==> config.mk <==
export PLATFORM = sky130hd
export DESIGN_NAME = jfc_cfg_regs
export DESIGN_NICKNAME = d
export VERILOG_FILES = /design/src/sv/jar_fill_and_cap_station_sequencer_assert.svh /design/src/sv/jfc_pkg.sv /design/src/sv/jfc_cfg_regs.sv
export SDC_FILE = /design/constraint.sdc
export NUM_CORES = 1
export LEC_CHECK = 0
export BUFFER_PORTS_ARGS = -buffer_cell sky130_fd_sc_hd__buf_2
export CAP_MARGIN = 40
export CORE_ASPECT_RATIO = 1.4
export CORE_MARGIN = 2
export CORE_UTILIZATION = 55
export CTS_CLUSTER_SIZE = 10
export DETAILED_ROUTE_END_ITERATION = 8
export PLACE_DENSITY = 0.85
export SETUP_SLACK_MARGIN = 0.15
export SLEW_MARGIN = 20
export SYNTH_ARGS = -nofsm -noshare
export SYNTH_HDL_FRONTEND = slang
export SYNTH_SLANG_ARGS = --single-unit
==> constraint.sdc <==
create_clock -name clock -period 2.7 [get_ports clock]
set_input_delay 0.405 -clock clock [delete_from_list [all_inputs] [get_ports clock]]
set_output_delay 0.405 -clock clock [all_outputs]
set_load 0.1 [all_outputs]
==> src/sv/jar_fill_and_cap_station_sequencer_assert.svh <==
// Assertion macros for the jar fill and cap station sequencer.
// Included by the RTL file that carries concurrent checks; no dependencies.
`ifndef JAR_FILL_AND_CAP_STATION_SEQUENCER_ASSERT_SVH
`define JAR_FILL_AND_CAP_STATION_SEQUENCER_ASSERT_SVH

// Check that cons holds in the same cycle as ante.
`define JFC_ASSERT_SAME(label, clk, rst, ante, cons, msg) \
   label: assert property (@(posedge clk) disable iff (rst) (ante) |-> (cons)) \
      else $error(msg);

// Check that cons holds in the cycle after ante.
`define JFC_ASSERT_NEXT(label, clk, rst, ante, cons, msg) \
   label: assert property (@(posedge clk) disable iff (rst) (ante) |=> (cons)) \
      else $error(msg);

`endif

==> src/sv/jfc_pkg.sv <==
// Shared types and constants for the jar fill and cap station sequencer.
// No dependencies; imported by every module of the block and by jfc_rsp_if.
package jfc_pkg;

   localparam int unsigned CFG_INDEX_W = 3;
   localparam int unsigned CFG_DATA_W  = 16;
   localparam int unsigned AGE_W       = 16;
   localparam int unsigned POS_W       = 3;
   localparam int unsigned PHASE_CODE_W = 3;

   localparam int unsigned SET_SIZE_DEFAULT = 6;

   localparam logic [AGE_W-1:0] DEBOUNCE_RESET = 16'd50;
   localparam logic [AGE_W-1:0] POLL_RESET     = 16'd100;
   localparam logic [AGE_W-1:0] PNEU_RESET     = 16'd500;
   localparam logic [AGE_W-1:0] EXTRUDE_RESET  = 16'd1000;

   // Register indexes on the csr port
   localparam logic [CFG_INDEX_W-1:0] CFG_DEBOUNCE      = 3'd0;
   localparam logic [CFG_INDEX_W-1:0] CFG_POLL          = 3'd1;
   localparam logic [CFG_INDEX_W-1:0] CFG_CENTERING     = 3'd2;
   localparam logic [CFG_INDEX_W-1:0] CFG_EXTRUDE       = 3'd3;
   localparam logic [CFG_INDEX_W-1:0] CFG_TWIST_FORWARD = 3'd4;
   localparam logic [CFG_INDEX_W-1:0] CFG_PRESS_FORWARD = 3'd5;
   localparam logic [CFG_INDEX_W-1:0] CFG_PRESS_BACK    = 3'd6;
   localparam logic [CFG_INDEX_W-1:0] CFG_TWIST_BACK    = 3'd7;

   // Station phase, one-hot
   typedef enum logic [6:0] {
      PH_IDLE       = 7'b0000001,
      PH_CENTER     = 7'b0000010,
      PH_EXTRUDE    = 7'b0000100,
      PH_TWIST_FWD  = 7'b0001000,
      PH_PRESS_FWD  = 7'b0010000,
      PH_PRESS_BACK = 7'b0100000,
      PH_TWIST_BACK = 7'b1000000
   } phase_type;

   typedef struct packed {
      logic [AGE_W-1:0] debounce_ticks;
      logic [AGE_W-1:0] poll_ticks;
      logic [AGE_W-1:0] centering_ticks;
      logic [AGE_W-1:0] extrude_ticks;
      logic [AGE_W-1:0] twist_forward_ticks;
      logic [AGE_W-1:0] press_forward_ticks;
      logic [AGE_W-1:0] press_back_ticks;
      logic [AGE_W-1:0] twist_back_ticks;
   } jfc_cfg_type;

   typedef struct packed {
      logic run_switch;
      logic mode_switch;
      logic nozzle_jar;
      logic press_jar;
   } jfc_req_type;

   typedef struct packed {
      logic                    motor_drive;
      logic                    twist_valve;
      logic                    press_valve;
      logic                    extruder_on;
      logic                    led_all_jars;
      logic                    led_first_only;
      logic                    machine_on;
      logic [PHASE_CODE_W-1:0] phase_code;
      logic [POS_W-1:0]        jar_index;
      logic [POS_W-1:0]        cap_index;
   } jfc_rsp_type;

   typedef struct packed {
      logic             run_level_seen;
      logic             mode_level_seen;
      logic             first_only;
      logic             running;
      logic             running_before;
      logic [AGE_W-1:0] run_lockout_age;
      logic [AGE_W-1:0] mode_lockout_age;
      logic [AGE_W-1:0] poll_age;
      logic             nozzle_busy_wait;
      logic             press_busy_wait;
      logic             press_check_owed;
      logic [POS_W-1:0] jar_position;
      logic [POS_W-1:0] cap_position;
      phase_type        phase;
      logic [AGE_W-1:0] phase_age;
   } jfc_state_type;

   localparam jfc_state_type STATE_RESET = '{
      run_level_seen:   1'b1,
      mode_level_seen:  1'b1,
      first_only:       1'b0,
      running:          1'b1,
      running_before:   1'b1,
      run_lockout_age:  '0,
      mode_lockout_age: '0,
      poll_age:         '0,
      nozzle_busy_wait: 1'b0,
      press_busy_wait:  1'b0,
      press_check_owed: 1'b0,
      jar_position:     '0,
      cap_position:     '0,
      phase:            PH_IDLE,
      phase_age:        '0
   };

endpackage

==> src/sv/jfc_cfg_regs.sv <==
// Timing register file of the sequencer, written through the csr port.
// Depends on jfc_pkg for the register indexes, reset values and jfc_cfg_type.
module jfc_cfg_regs import jfc_pkg::*; (
   input  logic                   clock,
   input  logic                   reset,
   input  logic                   csr_we,
   input  logic [CFG_INDEX_W-1:0] csr_index,
   input  logic [CFG_DATA_W-1:0]  csr_data,
   output jfc_cfg_type            cfg
);

   jfc_cfg_type cfg_ff;

   // Load defaults at reset, take one register per write
   always_ff @(posedge clock) begin
      if (reset) begin
         cfg_ff.debounce_ticks      <= DEBOUNCE_RESET;
         cfg_ff.poll_ticks          <= POLL_RESET;
         cfg_ff.centering_ticks     <= PNEU_RESET;
         cfg_ff.extrude_ticks       <= EXTRUDE_RESET;
         cfg_ff.twist_forward_ticks <= PNEU_RESET;
         cfg_ff.press_forward_ticks <= PNEU_RESET;
         cfg_ff.press_back_ticks    <= PNEU_RESET;
         cfg_ff.twist_back_ticks    <= PNEU_RESET;
      end else if (csr_we) begin
         case (csr_index)
            CFG_DEBOUNCE:      cfg_ff.debounce_ticks      <= csr_data;
            CFG_POLL:          cfg_ff.poll_ticks          <= csr_data;
            CFG_CENTERING:     cfg_ff.centering_ticks     <= csr_data;
            CFG_EXTRUDE:       cfg_ff.extrude_ticks       <= csr_data;
            CFG_TWIST_FORWARD: cfg_ff.twist_forward_ticks <= csr_data;
            CFG_PRESS_FORWARD: cfg_ff.press_forward_ticks <= csr_data;
            CFG_PRESS_BACK:    cfg_ff.press_back_ticks    <= csr_data;
            CFG_TWIST_BACK:    cfg_ff.twist_back_ticks    <= csr_data;
            default:           cfg_ff <= cfg_ff;
         endcase
      end
   end

   assign cfg = cfg_ff;

endmodule

==> results of run 1 <==
-- routing by layer --
metal / GRT usage (%) / vias up / routed length [um]
met5: 0 / - / 0
li1: - / 1800 / -
met2: 46.5 / 125 / 6750
met4: 12.2 / 0 / 420
met1: 27.8 / 1842 / 4930
met3: 7.35 / 34 / 551
-- cell type report --
class | count | area (um^2) | share of cell area [%]
clock buffer | 23 | 508 | 8.02
clock inverter | 6 | 32.5 | 0.514
timing repair buffer | 162 | 862 | 13.6
sequential | 128 | 2560 | 40.5
tap | 107 | 134 | 2.11
multi-input combinational | 291 | 2230 | 35.3
-- through the flow --
step           hold slack (ps)  worst slack (ps)  instance area, um^2
2_1_floorplan              560              1130                 4990
3_3_place_gp               455               857                 5780
3_5_place_dp               458               816                 5790
4_1_cts                    278              1060                 6330
5_1_grt                    299              1040                 6330
6_report                   277              1070                 6330
-- final timing paths --
| path | startpoint | endpoint | cells past startpoint |
|---|---|---|---|
| max | cfg[93]$_SDFFE_PP0P_ | cfg[93] | 1 |
| min | csr_data[3] | cfg[67]$_SDFFE_PP1P_ | 3 |
| max reg2reg | cfg[63]$_SDFFE_PP0P_ | cfg[63]$_SDFFE_PP0P_ | 2 |
| min reg2reg | cfg[118]$_SDFFE_PP0P_ | cfg[118]$_SDFFE_PP0P_ | 2 |
-- where the power goes --
group          total (uW)  switching [uW]  internal (uW)
combinational         564             444            120
sequential           1960            23.7           1930
clock                2070             772           1290
-- layout by cell type (no fill, tap or decap) --
cell        Yosys  routed
and4b_1         1       1
nor4bb_1        2       1
nand4_1         1       1
nand2b_1      101     101
nand4b_1        3       3
nor4bb_4        0       1
clkinv_2        0       5
dfxtp_1       128     128
buf_4           2      12
or4b_4          1       1
clkbuf_16       0      17
nand4bb_1       2       2
buf_6           3       1
buf_12          0       1
nor4b_2         1       1
mux2i_1       128     128
nor2_1         51      51
clkinvlp_4      0       1
buf_2          14     148
clkbuf_8        0       6
-- kinds of logic after synthesis --
kind of cell | count (synthesis) | share of synthesized area [%]
buffers and inverters | 42 | 4.12
flip-flops | 128 | 51.4
multiplexers | 128 | 25.7
AND/OR/NAND/NOR | 163 | 18.8
==> reports/metrics.csv, run 1 <==
metric,value,unit
status,"finished, final reports clean",
CTS tree,yes,
routed vias,3801,
final setup violation count,0,
TritonCTS Buffers,17,
unrepaired setup endpoints after global routing,no,
Nets,622,
wire per inst,17.6,um
"Net Count, Synth",483,
Slew Limit Fails,0,
H-tree depth,4,
Mapped Cells,461,
headroom to the max-slew limit,58.4,%
worst min path class,in2reg,
share of the synthesized area in the top cell type,51.4,%
Tot Pwr,4590,uW
Crit path max-delay family,buffers and inverters,
crit path time final,1630,ps
crit end category,output pin,
Netlist cell types,16,
CTS max path bufs,2,
vias in the first global route,3762,
Mean Syn Cell Area,10.8,um^2
worst clock skew,0,ps
Post CTS Setup Buffer Count,0,
DRC violations left,0,
hpwl dp,8.71,mm
layout cell share with drive strength beyond 1,31.8,%
"Reg clk slew, reported paths",50,ps
DRT Pass-1 Iters,4,
initial core utilization,55.9,%
Area Growth Syn to Fin,27.0,%
WP data required,2300,ps
CP max-delay cell,buf_2,
"Core Util, Final",70.9,%
Worst Tran Pin Value,621,ps
chip height,117,um
worst vdd ir,519,uV
"slowest stage delay, CP",450,ps
Die X,84.5,um
clk_lat worst skew,410,ps
Via density,5.30,
R2R setup slack,2030,ps
largest net degree at the start of global routing,82,
RePlAce Congestion,0.771,
CP max FO,2,
post-synth top area cell,dfxtp_1,
Overflow after GRT,0,
Buffers on Ports,149,
Post-synth top cells,"dfxtp_1 (128), mux2i_1 (128), nand2b_1 (101)",
crit path launch type,flip-flop,
post-CTS sizing,0,
yosys warns,0,
WP buf/inv,1,
"EDFF count, synth",0,
number of synthesized register bits,128,
initial antenna violation count,0,
final hold vios,0,
max reg flops,128,
max-cap violations,0,
Post-DRT Antenna Nets,0,
GRT Resource Usage Total,25.7,%
Core Box Area,8930,um^2
main flop type after synthesis,dfxtp_1,
fmax,0.612,GHz
period utilisation layout,60.5,%
CP Cell Sequence,buf_2,
critical path type,reg2out,
ANT cells,0,
setup tns final,0,ps
first-pass GRT wire length,19.2,mm
Worst Path Arrival,1230,ps
number of clock sinks,128,
Layout Cells excl Fill,717,
# IOs,150,
share of flip-flops with an asynchronous set or reset,0,%
FILL cells,659,
final WL,12.7,mm
die area,9850,um^2
synth top area cells,"dfxtp_1 (51%), mux2i_1 (26%), nand2b_1 (13%)",
First DRT Iteration DRCs,163,
Synth Cell Area,4990,um^2
placed cells,688,
cts hold-fix bufs,0,
"Seq/Total Area, Yosys",51.4,%
Leak,0.00330,uW
# rows,41,
pwr dens,724,nW/um^2
Root Buffer Master,clkbuf_16,
Note: power is estimated with default switching activity, not from simulation.
==> run 2, diff against run 1 <==
--- a/config.mk
+++ b/config.mk
@@ -5,14 +5,15 @@
 export SDC_FILE = /design/constraint.sdc
 export NUM_CORES = 1
 export LEC_CHECK = 0
+export ABC_AREA = 1
 export BUFFER_PORTS_ARGS = -buffer_cell sky130_fd_sc_hd__buf_2
 export CAP_MARGIN = 40
 export CORE_ASPECT_RATIO = 1.4
 export CORE_MARGIN = 2
-export CORE_UTILIZATION = 55
+export CORE_UTILIZATION = 46
 export CTS_CLUSTER_SIZE = 10
 export DETAILED_ROUTE_END_ITERATION = 8
-export PLACE_DENSITY = 0.85
+export PLACE_DENSITY = 0.76
 export SETUP_SLACK_MARGIN = 0.15
 export SLEW_MARGIN = 20
 export SYNTH_ARGS = -nofsm -noshare
==> constraint.sdc (replaced) <==
create_clock -name clock -period 1.5 [get_ports clock]
set_input_delay 0.225 -clock clock [delete_from_list [all_inputs] [get_ports clock]]
set_output_delay 0.225 -clock clock [all_outputs]
set_load 0.1 [all_outputs]
==> run 2 against run 1 <==
Effect of this change:
- critical endpoint is now cfg[94]
- largest power group unchanged
- largest cell class unchanged
- count of clock-buffer cells in the layout is 4 higher
- critical path type unchanged
- synthesized cell count is 49% higher
- final cell count is 36% higher
- flip-flop and latch count stayed put
==> reports/metrics.csv, run 2 <==
metric,value,unit,change
Post-synth top cells,"nand2_1 (191), nor2_1 (176), dfxtp_1 (128)",,
wire per inst,14.6,um,-18%
"Reg clk slew, reported paths",50,ps,about the same
Die X,91.3,um,+8.1%
unrepaired setup endpoints after global routing,no,,
period utilisation layout,87.3,%,
Netlist cell types,11,,-5
"commonest cells after routing, fill and taps aside","nand2_1 (191), nor2_1 (173), buf_4 (134)",,
Buffers on Ports,149,,unchanged
H-tree depth,4,,unchanged
crit path launch type,flip-flop,,
Crit path max-delay family,flip-flops,,
CP max-delay cell,dfxtp_1,,
"count leader, synth",nand2_1,,
chip height,126,um,+8.3%
number of synthesized register bits,128,,unchanged
routed vias,4833,,+27%
max reg flops,128,,unchanged
Worst Tran Pin Value,434,ps,-187 ps
max-cap violations,0,,unchanged
Slew Limit Fails,0,,unchanged
placed cells,945,,+37%
Core Box Area,10400,um^2,+17%
yosys warns,0,,unchanged
FILL cells,861,,+31%
WP data required,1270,ps,-1030 ps
"EDFF count, synth",0,,unchanged
first-pass GRT wire length,22.6,mm,+18%
Overflow after GRT,0,,unchanged
main flop type after synthesis,dfxtp_1,,
TritonCTS Buffers,17,,unchanged
initial antenna violation count,0,,unchanged
First DRT Iteration DRCs,393,,+140%
pwr dens,1380,nW/um^2,+91%
layout cell share with drive strength beyond 1,24.1,%,-7.7 points
Root Buffer Master,clkbuf_16,,
Post-DRT Antenna Nets,0,,unchanged
Worst Path Arrival,1080,ps,-150 ps
multi-input combinational cell area,2080,um^2,-6.7%
WP buf/inv,1,,unchanged
number of clock sinks,128,,unchanged
"Core Util, Final",64.6,%,-6.4 points
clk_lat worst skew,410,ps,about the same
worst clock skew,0,ps,unchanged
largest net degree at the start of global routing,84,,+2.4%
Hold Startpoint,csr_data[9],,
Worst Hold Depth,3,,unchanged
R2R setup slack,890,ps,-1140 ps
CP startpoint,cfg[94]$_SDFFE_PP0P_,,
Synth Cell Area,4910,um^2,-1.5%
post-synth top area cell,dfxtp_1,,
share of flip-flops with an asynchronous set or reset,0,%,unchanged
Mapped Cells,686,,+49%
GRT Resource Usage Total,25.2,%,-0.54 points
critical path type,reg2out,,
# IOs,150,,unchanged
crit end category,output pin,,
Leak,0.00322,uW,-2.6%
CP Cell Sequence,buf_4,,
synth top area cells,"dfxtp_1 (52%), nand2_1 (15%), nor2_1 (13%)",,
Post CTS Setup Buffer Count,0,,unchanged
RR Endpoint,cfg[66]$_SDFFE_PP0P_,,
Via density,4.95,,-6.7%
hpwl dp,9.38,mm,+7.7%
share of the synthesized area in the top cell type,52.2,%,+0.76 points
status,"finished, final reports clean",,
Nets,848,,+36%
"most common cell after layout, fill and taps aside",nand2_1,,
FF+latch area,2560,um^2,unchanged
initial core utilization,47.2,%,-8.6 points
RR Startpoint,cfg[66]$_SDFFE_PP0P_,,
Layout Cells excl Fill,977,,+36%
# rows,44,,+7.3%
RePlAce Congestion,0.783,,+1.6%
CTS tree,yes,,
worst vdd ir,886,uV,+71%
final setup violation count,0,,unchanged
"slowest stage delay, CP",360,ps,-90 ps
final WL,14.2,mm,+12%
worst min path class,in2reg,,
crit path time final,1310,ps,
Reg2Reg Depth,2,,unchanged
Area Growth Syn to Fin,36.7,%,
vias in the first global route,4318,,+15%
worst hold endpoint,cfg[73]$_SDFFE_PP1P_,,
Mean Syn Cell Area,7.16,um^2,-34%
"Seq/Total Area, Yosys",52.2,%,+0.76 points
CTS max path bufs,2,,unchanged
DRT Pass-1 Iters,5,,+1
fmax,0.764,GHz,
CP max FO,2,,unchanged
"Net Count, Synth",708,,+47%
final hold vios,0,,unchanged
die area,11500,um^2,+17%
setup tns final,0,ps,unchanged
ANT cells,0,,unchanged
DRC violations left,0,,unchanged
headroom to the max-slew limit,71.0,%,+13 points
run 2: changes by cell type after synthesis, sizes merged, moves of 4 or more:
| cell | change |
|---|---|
| mux2i | -128 |
| clkbuf | -6 |
| inv | +23 |
| nand3 | +118 |
| nor2 | +133 |
| nand2b | -101 |
| nand2 | +193 |
| buf | +4 |
run 2: worst reg2reg max path, cell delays in order, from the launching register on:
cell     delay (ps)
dfxtp_1         390
nor2_1           70
nor2_1          100
run 2: how the worst max path moves through the flow:
stage	cells past startpoint	to	slack, ps
2_1_floorplan	2	cfg[0]$_SDFFE_PP0P_	290
3_3_place_gp	7	cfg[55]$_SDFFE_PP1P_	150
3_5_place_dp	7	cfg[56]$_SDFFE_PP1P_	140
4_1_cts	1	cfg[66]	150
5_1_grt	1	cfg[31]	160
6_report	1	cfg[94]	190
run 2: per-stage QoR:
| stage | area [um^2] | setup WS, ps | hold WS [ps] | power (uW) |
|---|---|---|---|---|
| floorplan | 4910 | 293 | 338 | 4920 |
| global placement | 5800 | 150 | 435 | 5220 |
| detailed placement | 5800 | 136 | 442 | 5220 |
| CTS | 6710 | 151 | 32.6 | 9310 |
| global route | 6720 | 158 | 38.6 | 9580 |
| finish | 6720 | 190 | 45.9 | 9270 |
run 2: repair_timing:
item	4_1_cts	5_1_grt
setup endpoints to repair	128	1
hold buffers	0	0
gates resized for setup	128	1
run 2: area by class of cell:
cell class | count | area share (%)
Clock buffer | 27 | 7.64
Sequential cell | 128 | 38.2
Tap cell | 138 | 2.57
Clock inverter | 5 | 1.12
Multi-Input combinational cell | 495 | 31.0
Timing Repair Buffer | 161 | 18.2
Inverter | 23 | 1.30
run 2: where the power goes:
group / internal, uW / switching (uW)
clock network: 2660 / 1370
logic: 330 / 1310
registers: 3530 / 73.0
run 2: layer usage:
layer	vias up	global-route usage, %	wire, um
li1	2421	-	-
met1	2180	31.7	5980
met2	208	42.5	7010
met3	24	5.86	962
met4	0	8.38	269
met5	-	0	0
run 2: cell families (layout without fill, tap and decap cells):
family | after synthesis | after routing | synth area share, %
buffers and inverters | 63 | 216 | 5.70
AND/OR/NAND/NOR | 495 | 495 | 42.1
flip-flops | 128 | 128 | 52.2
