[config.mk]
export PLATFORM = sky130hd
export DESIGN_NAME = jfc_step
export DESIGN_NICKNAME = d
export VERILOG_FILES = /design/src/sv/jar_fill_and_cap_station_sequencer_assert.svh /design/src/sv/jfc_pkg.sv /design/src/sv/jfc_step.sv
export SDC_FILE = /design/constraint.sdc
export NUM_CORES = 1
export LEC_CHECK = 0
export ABC_AREA = 1
export ABC_CLOCK_PERIOD_IN_PS = 3700
export BUFFER_PORTS_ARGS = -buffer_cell sky130_fd_sc_hd__buf_2
export CORE_ASPECT_RATIO = 0.5
export CORE_MARGIN = 2
export CORE_UTILIZATION = 42
export DETAILED_ROUTE_END_ITERATION = 16
export GPL_ROUTABILITY_DRIVEN = 0
export PLACE_DENSITY = 0.78
export RECOVER_POWER = 50
export SYNTH_ARGS = -nofsm -noshare
export SYNTH_HDL_FRONTEND = slang
export SYNTH_SLANG_ARGS = --single-unit
[constraint.sdc]
create_clock -name vclk -period 3.7
set_clock_uncertainty 0.2 [all_clocks]
set_input_delay 0.185 -clock vclk [all_inputs]
set_output_delay 0.185 -clock vclk [all_outputs]
set_load 0.005 [all_outputs]
[src/sv/jar_fill_and_cap_station_sequencer_assert.svh]
// Assertion macros for the jar fill and cap station sequencer.
// Included by the RTL file that carries concurrent checks; no dependencies.
`ifndef JAR_FILL_AND_CAP_STATION_SEQUENCER_ASSERT_SVH
`define JAR_FILL_AND_CAP_STATION_SEQUENCER_ASSERT_SVH

// Check that cons holds in the same cycle as ante.
`define JFC_ASSERT_SAME(label, clk, rst, ante, cons, msg) \
   label: assert property (@(posedge clk) disable iff (rst) (ante) |-> (cons)) \
      else $error(msg);

// Check that cons holds in the cycle after ante.
`define JFC_ASSERT_NEXT(label, clk, rst, ante, cons, msg) \
   label: assert property (@(posedge clk) disable iff (rst) (ante) |=> (cons)) \
      else $error(msg);

`endif

[src/sv/jfc_pkg.sv]
// Shared types and constants for the jar fill and cap station sequencer.
// No dependencies; imported by every module of the block and by jfc_rsp_if.
package jfc_pkg;

   localparam int unsigned CFG_INDEX_W = 3;
   localparam int unsigned CFG_DATA_W  = 16;
   localparam int unsigned AGE_W       = 16;
   localparam int unsigned POS_W       = 3;
   localparam int unsigned PHASE_CODE_W = 3;

   localparam int unsigned SET_SIZE_DEFAULT = 6;

   localparam logic [AGE_W-1:0] DEBOUNCE_RESET = 16'd50;
   localparam logic [AGE_W-1:0] POLL_RESET     = 16'd100;
   localparam logic [AGE_W-1:0] PNEU_RESET     = 16'd500;
   localparam logic [AGE_W-1:0] EXTRUDE_RESET  = 16'd1000;

   // Register indexes on the csr port
   localparam logic [CFG_INDEX_W-1:0] CFG_DEBOUNCE      = 3'd0;
   localparam logic [CFG_INDEX_W-1:0] CFG_POLL          = 3'd1;
   localparam logic [CFG_INDEX_W-1:0] CFG_CENTERING     = 3'd2;
   localparam logic [CFG_INDEX_W-1:0] CFG_EXTRUDE       = 3'd3;
   localparam logic [CFG_INDEX_W-1:0] CFG_TWIST_FORWARD = 3'd4;
   localparam logic [CFG_INDEX_W-1:0] CFG_PRESS_FORWARD = 3'd5;
   localparam logic [CFG_INDEX_W-1:0] CFG_PRESS_BACK    = 3'd6;
   localparam logic [CFG_INDEX_W-1:0] CFG_TWIST_BACK    = 3'd7;

   // Station phase, one-hot
   typedef enum logic [6:0] {
      PH_IDLE       = 7'b0000001,
      PH_CENTER     = 7'b0000010,
      PH_EXTRUDE    = 7'b0000100,
      PH_TWIST_FWD  = 7'b0001000,
      PH_PRESS_FWD  = 7'b0010000,
      PH_PRESS_BACK = 7'b0100000,
      PH_TWIST_BACK = 7'b1000000
   } phase_type;

   typedef struct packed {
      logic [AGE_W-1:0] debounce_ticks;
      logic [AGE_W-1:0] poll_ticks;
      logic [AGE_W-1:0] centering_ticks;
      logic [AGE_W-1:0] extrude_ticks;
      logic [AGE_W-1:0] twist_forward_ticks;
      logic [AGE_W-1:0] press_forward_ticks;
      logic [AGE_W-1:0] press_back_ticks;
      logic [AGE_W-1:0] twist_back_ticks;
   } jfc_cfg_type;

   typedef struct packed {
      logic run_switch;
      logic mode_switch;
      logic nozzle_jar;
      logic press_jar;
   } jfc_req_type;

   typedef struct packed {
      logic                    motor_drive;
      logic                    twist_valve;
      logic                    press_valve;
      logic                    extruder_on;
      logic                    led_all_jars;
      logic                    led_first_only;
      logic                    machine_on;
      logic [PHASE_CODE_W-1:0] phase_code;
      logic [POS_W-1:0]        jar_index;
      logic [POS_W-1:0]        cap_index;
   } jfc_rsp_type;

   typedef struct packed {
      logic             run_level_seen;
      logic             mode_level_seen;
      logic             first_only;
      logic             running;
      logic             running_before;
      logic [AGE_W-1:0] run_lockout_age;
      logic [AGE_W-1:0] mode_lockout_age;
      logic [AGE_W-1:0] poll_age;
      logic             nozzle_busy_wait;
      logic             press_busy_wait;
      logic             press_check_owed;
      logic [POS_W-1:0] jar_position;
      logic [POS_W-1:0] cap_position;
      phase_type        phase;
      logic [AGE_W-1:0] phase_age;
   } jfc_state_type;

   localparam jfc_state_type STATE_RESET = '{
      run_level_seen:   1'b1,
      mode_level_seen:  1'b1,
      first_only:       1'b0,
      running:          1'b1,
      running_before:   1'b1,
      run_lockout_age:  '0,
      mode_lockout_age: '0,
      poll_age:         '0,
      nozzle_busy_wait: 1'b0,
      press_busy_wait:  1'b0,
      press_check_owed: 1'b0,
      jar_position:     '0,
      cap_position:     '0,
      phase:            PH_IDLE,
      phase_age:        '0
   };

endpackage

[src/sv/jfc_step.sv]
// Next-state and result logic for one tick item of the sequencer.
// Depends on jfc_pkg for the state, config, item and result types.
module jfc_step import jfc_pkg::*; #(
   parameter int unsigned SET_SIZE = SET_SIZE_DEFAULT
) (
   input  jfc_cfg_type   cfg,
   input  jfc_state_type cur,
   input  jfc_req_type   item,
   output jfc_state_type nxt,
   output jfc_rsp_type   result
);

   localparam logic [POS_W:0] SET_LIMIT = (POS_W+1)'(SET_SIZE);
   localparam logic [POS_W-1:0] FIRST_JAR_LIMIT = 3'd1;
   localparam logic [AGE_W-1:0] AGE_MAX = '1;
   localparam logic [AGE_W-1:0] MIN_DURATION = 16'd1;

   function automatic logic [AGE_W-1:0] age_up(input logic [AGE_W-1:0] a);
      return (a != AGE_MAX) ? a + 1'b1 : AGE_MAX;
   endfunction

   function automatic logic [POS_W-1:0] next_pos(input logic [POS_W-1:0] p);
      logic [POS_W:0] n;
      n = {1'b0, p} + 1'b1;
      return (n >= SET_LIMIT) ? '0 : n[POS_W-1:0];
   endfunction

   function automatic logic [AGE_W-1:0] phase_duration(input jfc_cfg_type c,
                                                       input phase_type ph);
      case (ph)
         PH_CENTER:     return c.centering_ticks;
         PH_EXTRUDE:    return c.extrude_ticks;
         PH_TWIST_FWD:  return c.twist_forward_ticks;
         PH_PRESS_FWD:  return c.press_forward_ticks;
         PH_PRESS_BACK: return c.press_back_ticks;
         PH_TWIST_BACK: return c.twist_back_ticks;
         default:       return MIN_DURATION;
      endcase
   endfunction

   function automatic phase_type phase_after(input phase_type ph);
      case (ph)
         PH_CENTER:     return PH_EXTRUDE;
         PH_TWIST_FWD:  return PH_PRESS_FWD;
         PH_PRESS_FWD:  return PH_PRESS_BACK;
         PH_PRESS_BACK: return PH_TWIST_BACK;
         default:       return PH_IDLE;
      endcase
   endfunction

   function automatic logic [PHASE_CODE_W-1:0] phase_code(input phase_type ph);
      case (ph)
         PH_CENTER:     return 3'd1;
         PH_EXTRUDE:    return 3'd2;
         PH_TWIST_FWD:  return 3'd3;
         PH_PRESS_FWD:  return 3'd4;
         PH_PRESS_BACK: return 3'd5;
         PH_TWIST_BACK: return 3'd6;
         default:       return 3'd0;
      endcase
   endfunction

   // Start capping on a new press jar, first of each set only
   function automatic jfc_state_type press_check(input jfc_state_type st,
                                                 input logic jar);
      jfc_state_type r;
      r = st;
      if (!r.press_busy_wait && jar) begin
         if (r.cap_position == '0) begin
            r.phase     = PH_TWIST_FWD;
            r.phase_age = '0;
         end
         r.press_busy_wait = 1'b1;
         r.cap_position    = next_pos(r.cap_position);
      end
      if (r.press_busy_wait && !jar) begin
         r.press_busy_wait = 1'b0;
      end
      return r;
   endfunction

   jfc_state_type    work;
   logic [AGE_W-1:0] dur;
   logic             allow;

   always_comb begin
      work  = cur;
      dur   = phase_duration(cfg, cur.phase);
      allow = 1'b0;
      if (dur == '0) begin
         dur = MIN_DURATION;
      end

      if (cur.phase != PH_IDLE) begin
         // Timed phase: count, then hand over to the next phase
         work.phase_age = age_up(cur.phase_age);
         if (work.phase_age >= dur) begin
            work.phase_age = '0;
            case (cur.phase)
               PH_EXTRUDE: begin
                  work.phase = PH_IDLE;
                  if (work.press_check_owed) begin
                     work.press_check_owed = 1'b0;
                     work = press_check(work, item.press_jar);
                  end
               end
               PH_TWIST_BACK: work.phase = PH_IDLE;
               default:       work.phase = phase_after(cur.phase);
            endcase
         end
      end else begin
         // Debounced run switch
         if (item.run_switch != work.run_level_seen &&
             work.run_lockout_age > cfg.debounce_ticks) begin
            work.run_lockout_age = '0;
            work.run_level_seen  = item.run_switch;
            work.running         = item.run_switch;
         end
         // Debounced mode switch, only while stopped
         if (!work.running && item.mode_switch != work.mode_level_seen &&
             work.mode_lockout_age > cfg.debounce_ticks) begin
            work.mode_lockout_age = '0;
            work.mode_level_seen  = item.mode_switch;
            work.first_only       = item.mode_switch;
         end
         // Take the mode level over at the tick of stopping
         if (work.running_before && !work.running) begin
            work.first_only      = item.mode_switch;
            work.mode_level_seen = item.mode_switch;
         end
         work.running_before = work.running;

         // Sensor poll
         if (work.running && work.poll_age >= cfg.poll_ticks) begin
            work.poll_age = '0;
            if (!work.nozzle_busy_wait && item.nozzle_jar) begin
               allow = !(work.first_only && work.jar_position >= FIRST_JAR_LIMIT);
               if (allow) begin
                  work.phase            = PH_CENTER;
                  work.phase_age        = '0;
                  work.press_check_owed = 1'b1;
               end
               work.nozzle_busy_wait = 1'b1;
               work.jar_position     = next_pos(work.jar_position);
            end
            if (work.nozzle_busy_wait && !item.nozzle_jar) begin
               work.nozzle_busy_wait = 1'b0;
            end
            if (!work.press_check_owed) begin
               work = press_check(work, item.press_jar);
            end
         end
      end

      // Result from the settled state of this tick
      result.motor_drive    = (work.phase == PH_IDLE && work.running) ||
                              work.phase == PH_CENTER;
      result.twist_valve    = work.phase == PH_TWIST_FWD ||
                              work.phase == PH_PRESS_FWD ||
                              work.phase == PH_PRESS_BACK;
      result.press_valve    = work.phase == PH_PRESS_FWD;
      result.extruder_on    = work.phase == PH_EXTRUDE;
      result.led_all_jars   = !work.first_only;
      result.led_first_only = work.first_only;
      result.machine_on     = work.running;
      result.phase_code     = phase_code(work.phase);
      result.jar_index      = work.jar_position;
      result.cap_index      = work.cap_position;

      // Advance the saturating ages every tick
      nxt                  = work;
      nxt.run_lockout_age  = age_up(work.run_lockout_age);
      nxt.mode_lockout_age = age_up(work.mode_lockout_age);
      nxt.poll_age         = age_up(work.poll_age);
   end

endmodule

==> results of run 1 <==
area by class of cell:
cell class,count,area [sq um]
well taps,170,213
repair inverters,1,3.75
repair buffers,420,2520
multi-input cells,796,4850
inverters,178,682
fillers,1178,4400
metal layers:
metal  wire length (um)  up-vias  share of wire
met4               1070        0          0.049
met2              10900      418           0.50
li1                   -     4109              -
met3               1590       97          0.074
met5                  0        -              0
met1               8090     3737           0.37
synth_stat cells (3+ instances only):
| library cell | number |
|---|---|
| nor3_1 | 9 |
| buf_6 | 9 |
| buf_4 | 8 |
| a221oi_1 | 12 |
| nand2_1 | 292 |
| xnor2_1 | 4 |
| nor3_2 | 3 |
| nor4_2 | 5 |
| o22ai_1 | 15 |
| nand2_2 | 16 |
| clkbuf_1 | 7 |
| nand4_1 | 38 |
| ha_1 | 73 |
| nor4_1 | 4 |
| nand3_1 | 82 |
| nor2_1 | 80 |
| o21bai_1 | 3 |
| o21ai_0 | 46 |
| nand3_2 | 11 |
| a21oi_1 | 43 |
| a211oi_1 | 3 |
| nor2_2 | 11 |
| o211ai_1 | 8 |
| inv_2 | 17 |
| inv_1 | 158 |
| nor2_4 | 4 |
| xor2_1 | 10 |
worst min-delay path, delay by kind of cell:
kind / cells / cell delay, ps
AND/OR/NAND/NOR: 1 / 40
buffers and inverters: 2 / 190
AO/OA/AOI/OAI: 1 / 50
cells by family (layout without fill, tap and decap cells):
logic type | count (synthesis) | after routing | synth area share
AOI/OAI and AO/OA | 140 | 140 | 0.153
buffers and inverters | 204 | 599 | 0.159
xor gates and xnor gates | 14 | 14 | 0.0225
adders and majority gates | 73 | 73 | 0.167
muxes | 1 | 1 | 0.00183
and+or+nand+nor | 567 | 568 | 0.496
power by group through the flow:
stage / registers [mW] / clock network [mW] / logic (mW)
after floorplan: 0 / 0 / 0.370
after global placement: 0 / 0 / 0.672
after detailed placement: 0 / 0 / 0.692
after CTS: 0 / 0 / 0.724
after global routing: 0 / 0 / 0.850
final: 0 / 0 / 0.763
worst max-delay path by stage:
stage,end,slack (ps),cells after the start
3_3_place_gp,result[15],-290,28
5_1_grt,result[15],-660,27
2_1_floorplan,nxt[1],5,24
4_1_cts,result[14],-210,26
6_report,result[7],-320,27
3_5_place_dp,result[15],-420,27
layout by cell type, fill, tap and decap left out, types with 3 or more instances in the layout:
cell / instances
clkbuf_1: 3
nor4_4: 5
xor2_1: 10
nand2_1: 287
o21ai_2: 4
ha_1: 72
o211ai_1: 8
buf_2: 304
buf_12: 4
nand4_1: 38
buf_4: 90
inv_2: 27
nor3_2: 6
a21oi_2: 4
nand3_2: 13
a21oi_1: 38
buf_8: 4
nand2_2: 19
xnor2_1: 4
o21bai_1: 3
o21ai_1: 7
buf_6: 12
nor2_4: 6
o22ai_1: 14
inv_1: 147
nand3_1: 80
nand2_4: 4
a211oi_1: 3
nor2_1: 74
nor3_1: 6
nor4_2: 4
nor2_2: 15
inv_4: 4
o21ai_0: 35
a221oi_2: 12
through the flow:
| step | std cells | power (mW) | setup TNS [ps] | area (sq um) | setup slack, ps |
|---|---|---|---|---|---|
| final | 1565 | 0.763 | -3680 | 8260 | -321 |
| after global routing | 1565 | 0.850 | -18630 | 8260 | -662 |
| after CTS | 1553 | 0.724 | -1870 | 8000 | -209 |
| after detailed placement | 1531 | 0.692 | -6700 | 7620 | -422 |
| after global placement | 1531 | 0.672 | -4030 | 7620 | -287 |
| after floorplan | 999 | 0.370 | 0 | 5470 | 5.06 |
timing repair:
action,in CTS,in global routing
endpoints found under the setup margin,34,39
resized for setup,54,65
cloned,1,3
buffers inserted,21,9
pin swaps,21,35
==> impl_metrics.toml, run 1 <==
[logic_synthesis]
syn_inst = 999
ys_seq_area_frac = 0
syn_avg_cell_area_sq_um = 5.46
yosys_warnings = 0
netlist_top_cells_area = "nand2_1, ha_1, inv_1, nand3_1, nor2_1"
synth_cell_types = 48
synth_nets = 1289
synth_top_area_frac = 0.201
yosys.area.top_type = "nand2_1"
synthesis.area_sq_mm = 0.00546

[global_route]
grt-busiest-layer = "met2"
grt_pass1_vias = 7828
grt_use_met3 = 0.0232
grt.overflow.total = 0
grt.met2_usage = 0.550
grt_max_degree = 21
grt_antenna_before_repair = 0
grt_use_met1 = 0.303
track_usage = 0.280
grt_pass1_wl_um = 33000

[power]
switching_share = 0.548
seq_power_share = 0
intPower_mw = 0.345
pwr_density_cell_mw_per_mm2 = 92.3
netSwitchingPower_mw = 0.418
clkPwrFrac = 0
ir_drop_mv = 0.0502
combPwrFrac = 1.000
p_leak_nw = 4.89

[critical_path]
cpMostUsedCell = "nand2_1"
critPathSlowestCell = "ha_1"
criticalPathCategory = "input port to primary output"
startpoint = "cur[0]"
crit_arrival_ps = 3640
crit_path_end_kind = "primary output"
critPathTopFamily = "simple AND/OR/NAND/NOR gates"
max_stage_delay_ps = 290
path_buf_inv = 8
path_max_fanout = 5
worstPathRequired_ps = 3310
worst_setup_path_start_kind = "input port"

[final_layout]
seq_area_sq_um = 0
final_core_utilization = 0.653
fin_nets = 1687
final_layout_size_suffix_gt1_frac = 0.397
clockBufferCount = 0
n_sequential_cell = 0
n_antenna_cell = 0
area_growth_pct = 51.5

[detailed_routing]
ant_nets = 0
detailedRoute.firstIterationViolations = 579
routedWlPerCell_um = 13.8
first_pass_iters = 6
vias = 8361
drc_errors = 0
drt_wl_total_um = 21700
vias_per_cell = 5.34

[floorplan]
fp-row-count = 29
num_io_pins = 318
coreArea_sq_mm = 0.0127
start_util = 0.431
dieArea_sq_mm = 0.0140
dieWidth_um = 165
fp.dieH_um = 84.6

[timing]
fin_ws_ps = -321
setup_violations = 29
final_max_slew_viol_count = 0
hold-worst-slack_ps = 454
worst_slew_pin_slew_ps = 601
max_freq_mhz = 249
layout_min_cycle_time_ps = 4020
grt_setup_unrepaired = "yes"
hold_viol_final = 0
post-route-period-util = 1.09
relSlewSlack = 0.594

[outcome]
failed_checks = "negative setup slack"
status = "complete, but fails checks"

[place]
portBuffers = 318
post-dp-hpwl_um = 17700

[hold_path]
hp-class = "input port to primary output"
min_path_cells = 4
hold_end = "nxt[31]"
hold_start = "cur[31]"

[run]
drv_cap = 0

[clock_network]
cts_hold_buf = 0
Note: power is estimated with default switching activity, not from simulation.
==> run 2: changes to the inputs <==
--- a/config.mk
+++ b/config.mk
@@ -8,12 +8,11 @@
 export ABC_AREA = 1
 export ABC_CLOCK_PERIOD_IN_PS = 3700
 export BUFFER_PORTS_ARGS = -buffer_cell sky130_fd_sc_hd__buf_2
-export CORE_ASPECT_RATIO = 0.5
-export CORE_MARGIN = 2
-export CORE_UTILIZATION = 42
+export CORE_AREA = 2 2 124 126
 export DETAILED_ROUTE_END_ITERATION = 16
+export DIE_AREA = 0 0 126 128
 export GPL_ROUTABILITY_DRIVEN = 0
-export PLACE_DENSITY = 0.78
+export PLACE_DENSITY = 0.7
 export RECOVER_POWER = 50
 export SYNTH_ARGS = -nofsm -noshare
 export SYNTH_HDL_FRONTEND = slang
==> run 2 against run 1 <==
The flow still finishes with violations (negative setup slack). Wire length rose by 12%. Core utilization fell by 7.0 points. Via count rose by 0.32%. Flip-flop and latch count did not move. Critical path depth fell by 2. Critical path type unchanged.
==> impl_metrics.toml, run 2 (same netlist as run 1, synthesis figures left out) <==
[outcome]
status = "complete, but fails checks"
failed_checks = "negative setup slack"

[critical_path]
crit_arrival_ps = 3630
worstPathRequired_ps = 3310
path_max_fanout = 13
crit_path_end_kind = "primary output"
worst_setup_path_start_kind = "input port"
criticalPathCategory = "input port to primary output"

[global_route]
track_usage = 0.256
grt.overflow.total = 0
grt_antenna_before_repair = 3
grt_pass1_vias = 7435
grt_pass1_wl_um = 34900
grt_max_degree = 22

[power]
ir_drop_mv = 0.0545
p_total_mw = 0.824
pwr_density_cell_mw_per_mm2 = 95.2
p_leak_nw = 5.03

[final_layout]
final_layout_size_suffix_gt1_frac = 0.440
final_cell_mix = "buf_2, nand2_1, inv_1, buf_4, nand3_1"
fillers = 1447
multi_input_area_sq_mm = 0.00511
layout_commonest_cell = "buf_2"
seq_area_sq_um = 0
design_area_sq_mm = 0.00866
clockBufferCount = 0
area_growth_pct = 58.7
fin_nets = 1704
n_sequential_cell = 0

[timing]
final_max_slew_viol_count = 0
max_freq_mhz = 249
hold_viol_final = 0
fin_ws_ps = -312
layout_min_cycle_time_ps = 4010
setup_violations = 27
grt_setup_unrepaired = "yes"
relSlewSlack = 0.594
post-route-period-util = 1.08
worst_slew_pin_slew_ps = 602

[hold_path]
hp-class = "input port to primary output"
hold_end = "nxt[31]"
hold_start = "cur[31]"
min_path_cells = 4

[floorplan]
fp.dieH_um = 128
dieArea_sq_mm = 0.0161
dieWidth_um = 126
start_util = 0.367
num_io_pins = 318
coreArea_sq_mm = 0.0149
fp-row-count = 45

[place]
post-dp-hpwl_um = 18900
portBuffers = 318
placed_area_sq_mm = 0.00774

[detailed_routing]
detailedRoute.firstIterationViolations = 585
routedWlPerCell_um = 15.1
drc_errors = 0
first_pass_iters = 6
vias = 8388
drt_wl_total_um = 24200
ant_nets = 0
vias_per_cell = 5.24

[run]
drv_cap = 0

[clock_network]
cts_hold_buf = 0
## run 2: area by class of cell
| class | instances | share of cell area |
|---|---|---|
| Antenna cell | 2 | 0.000578 |
| Tap cell | 188 | 0.0272 |
| Inverter | 178 | 0.0782 |
| Timing Repair Buffer | 437 | 0.303 |
| Multi-Input combinational cell | 797 | 0.591 |
## run 2: worst max-delay path, cell delays in order
cell and delay, ps:
buf_2 120, nor2_4 150, nand2_4 100, nor4_4 360
buf_6 220, nand2_1 70, nand4_1 110, a221oi_2 50
buf_4 140, buf_4 120, ha_1 310, a21oi_2 170
o21ai_2 70, a21oi_2 150, nand3_2 110, buf_6 140
buf_4 130, o21ai_2 150, nand2_2 110, nor2_4 130
nand2_2 60, a21oi_2 140, nand2_2 110, nand3_2 80
buf_2 110
## run 2: how the worst max path moves through the flow
| stage | start | depth (start not counted) | end | slack (ps) |
|---|---|---|---|---|
| finish | cur[20] | 25 | result[7] | -310 |
| global route | cur[0] | 31 | result[7] | -530 |
| CTS | cur[2] | 26 | result[14] | -210 |
| detailed placement | cur[2] | 27 | result[6] | -440 |
| global placement | cur[0] | 29 | result[6] | -300 |
| floorplan | cur[0] | 24 | nxt[1] | 5 |
## run 2: where the power goes
group | switching (mW) | leakage, nW | internal [mW]
sequential | 0 | 0 | 0
combinational | 0.456 | 5.03 | 0.368
clock | 0 | 0.0000127 | 0.0000000723
## run 2: metal layers
layer	GRT usage	share of wire	wire length [um]	vias to the layer above
met5	0	0.00045	11	-
met4	0.0666	0.034	813	2
met3	0.0288	0.084	2030	75
met2	0.463	0.49	11800	461
met1	0.323	0.40	9570	3698
li1	-	-	-	4152
## run 2: through the flow
| step | utilization | cells | worst slack (ps) | TNS, ps | hold WS, ps |
|---|---|---|---|---|---|
| floorplan | - | 999 | 5.06 | 0 | 247 |
| global placement | 0.520 | 1560 | -297 | -5710 | 458 |
| detailed placement | 0.520 | 1560 | -435 | -8960 | 455 |
| CTS | 0.548 | 1582 | -205 | -1260 | 455 |
| global route | 0.582 | 1601 | -529 | -18300 | 506 |
| finish | 0.582 | 1602 | -312 | -3000 | 452 |
## run 2: repair_timing
| item | CTS | global route |
|---|---|---|
| hold endpoints to repair | 0 | 0 |
| pin swaps | 21 | 29 |
| buffers inserted | 21 | 18 |
| resized for setup | 77 | 100 |
| gates cloned | 1 | 3 |
| setup endpoints to repair | 34 | 55 |
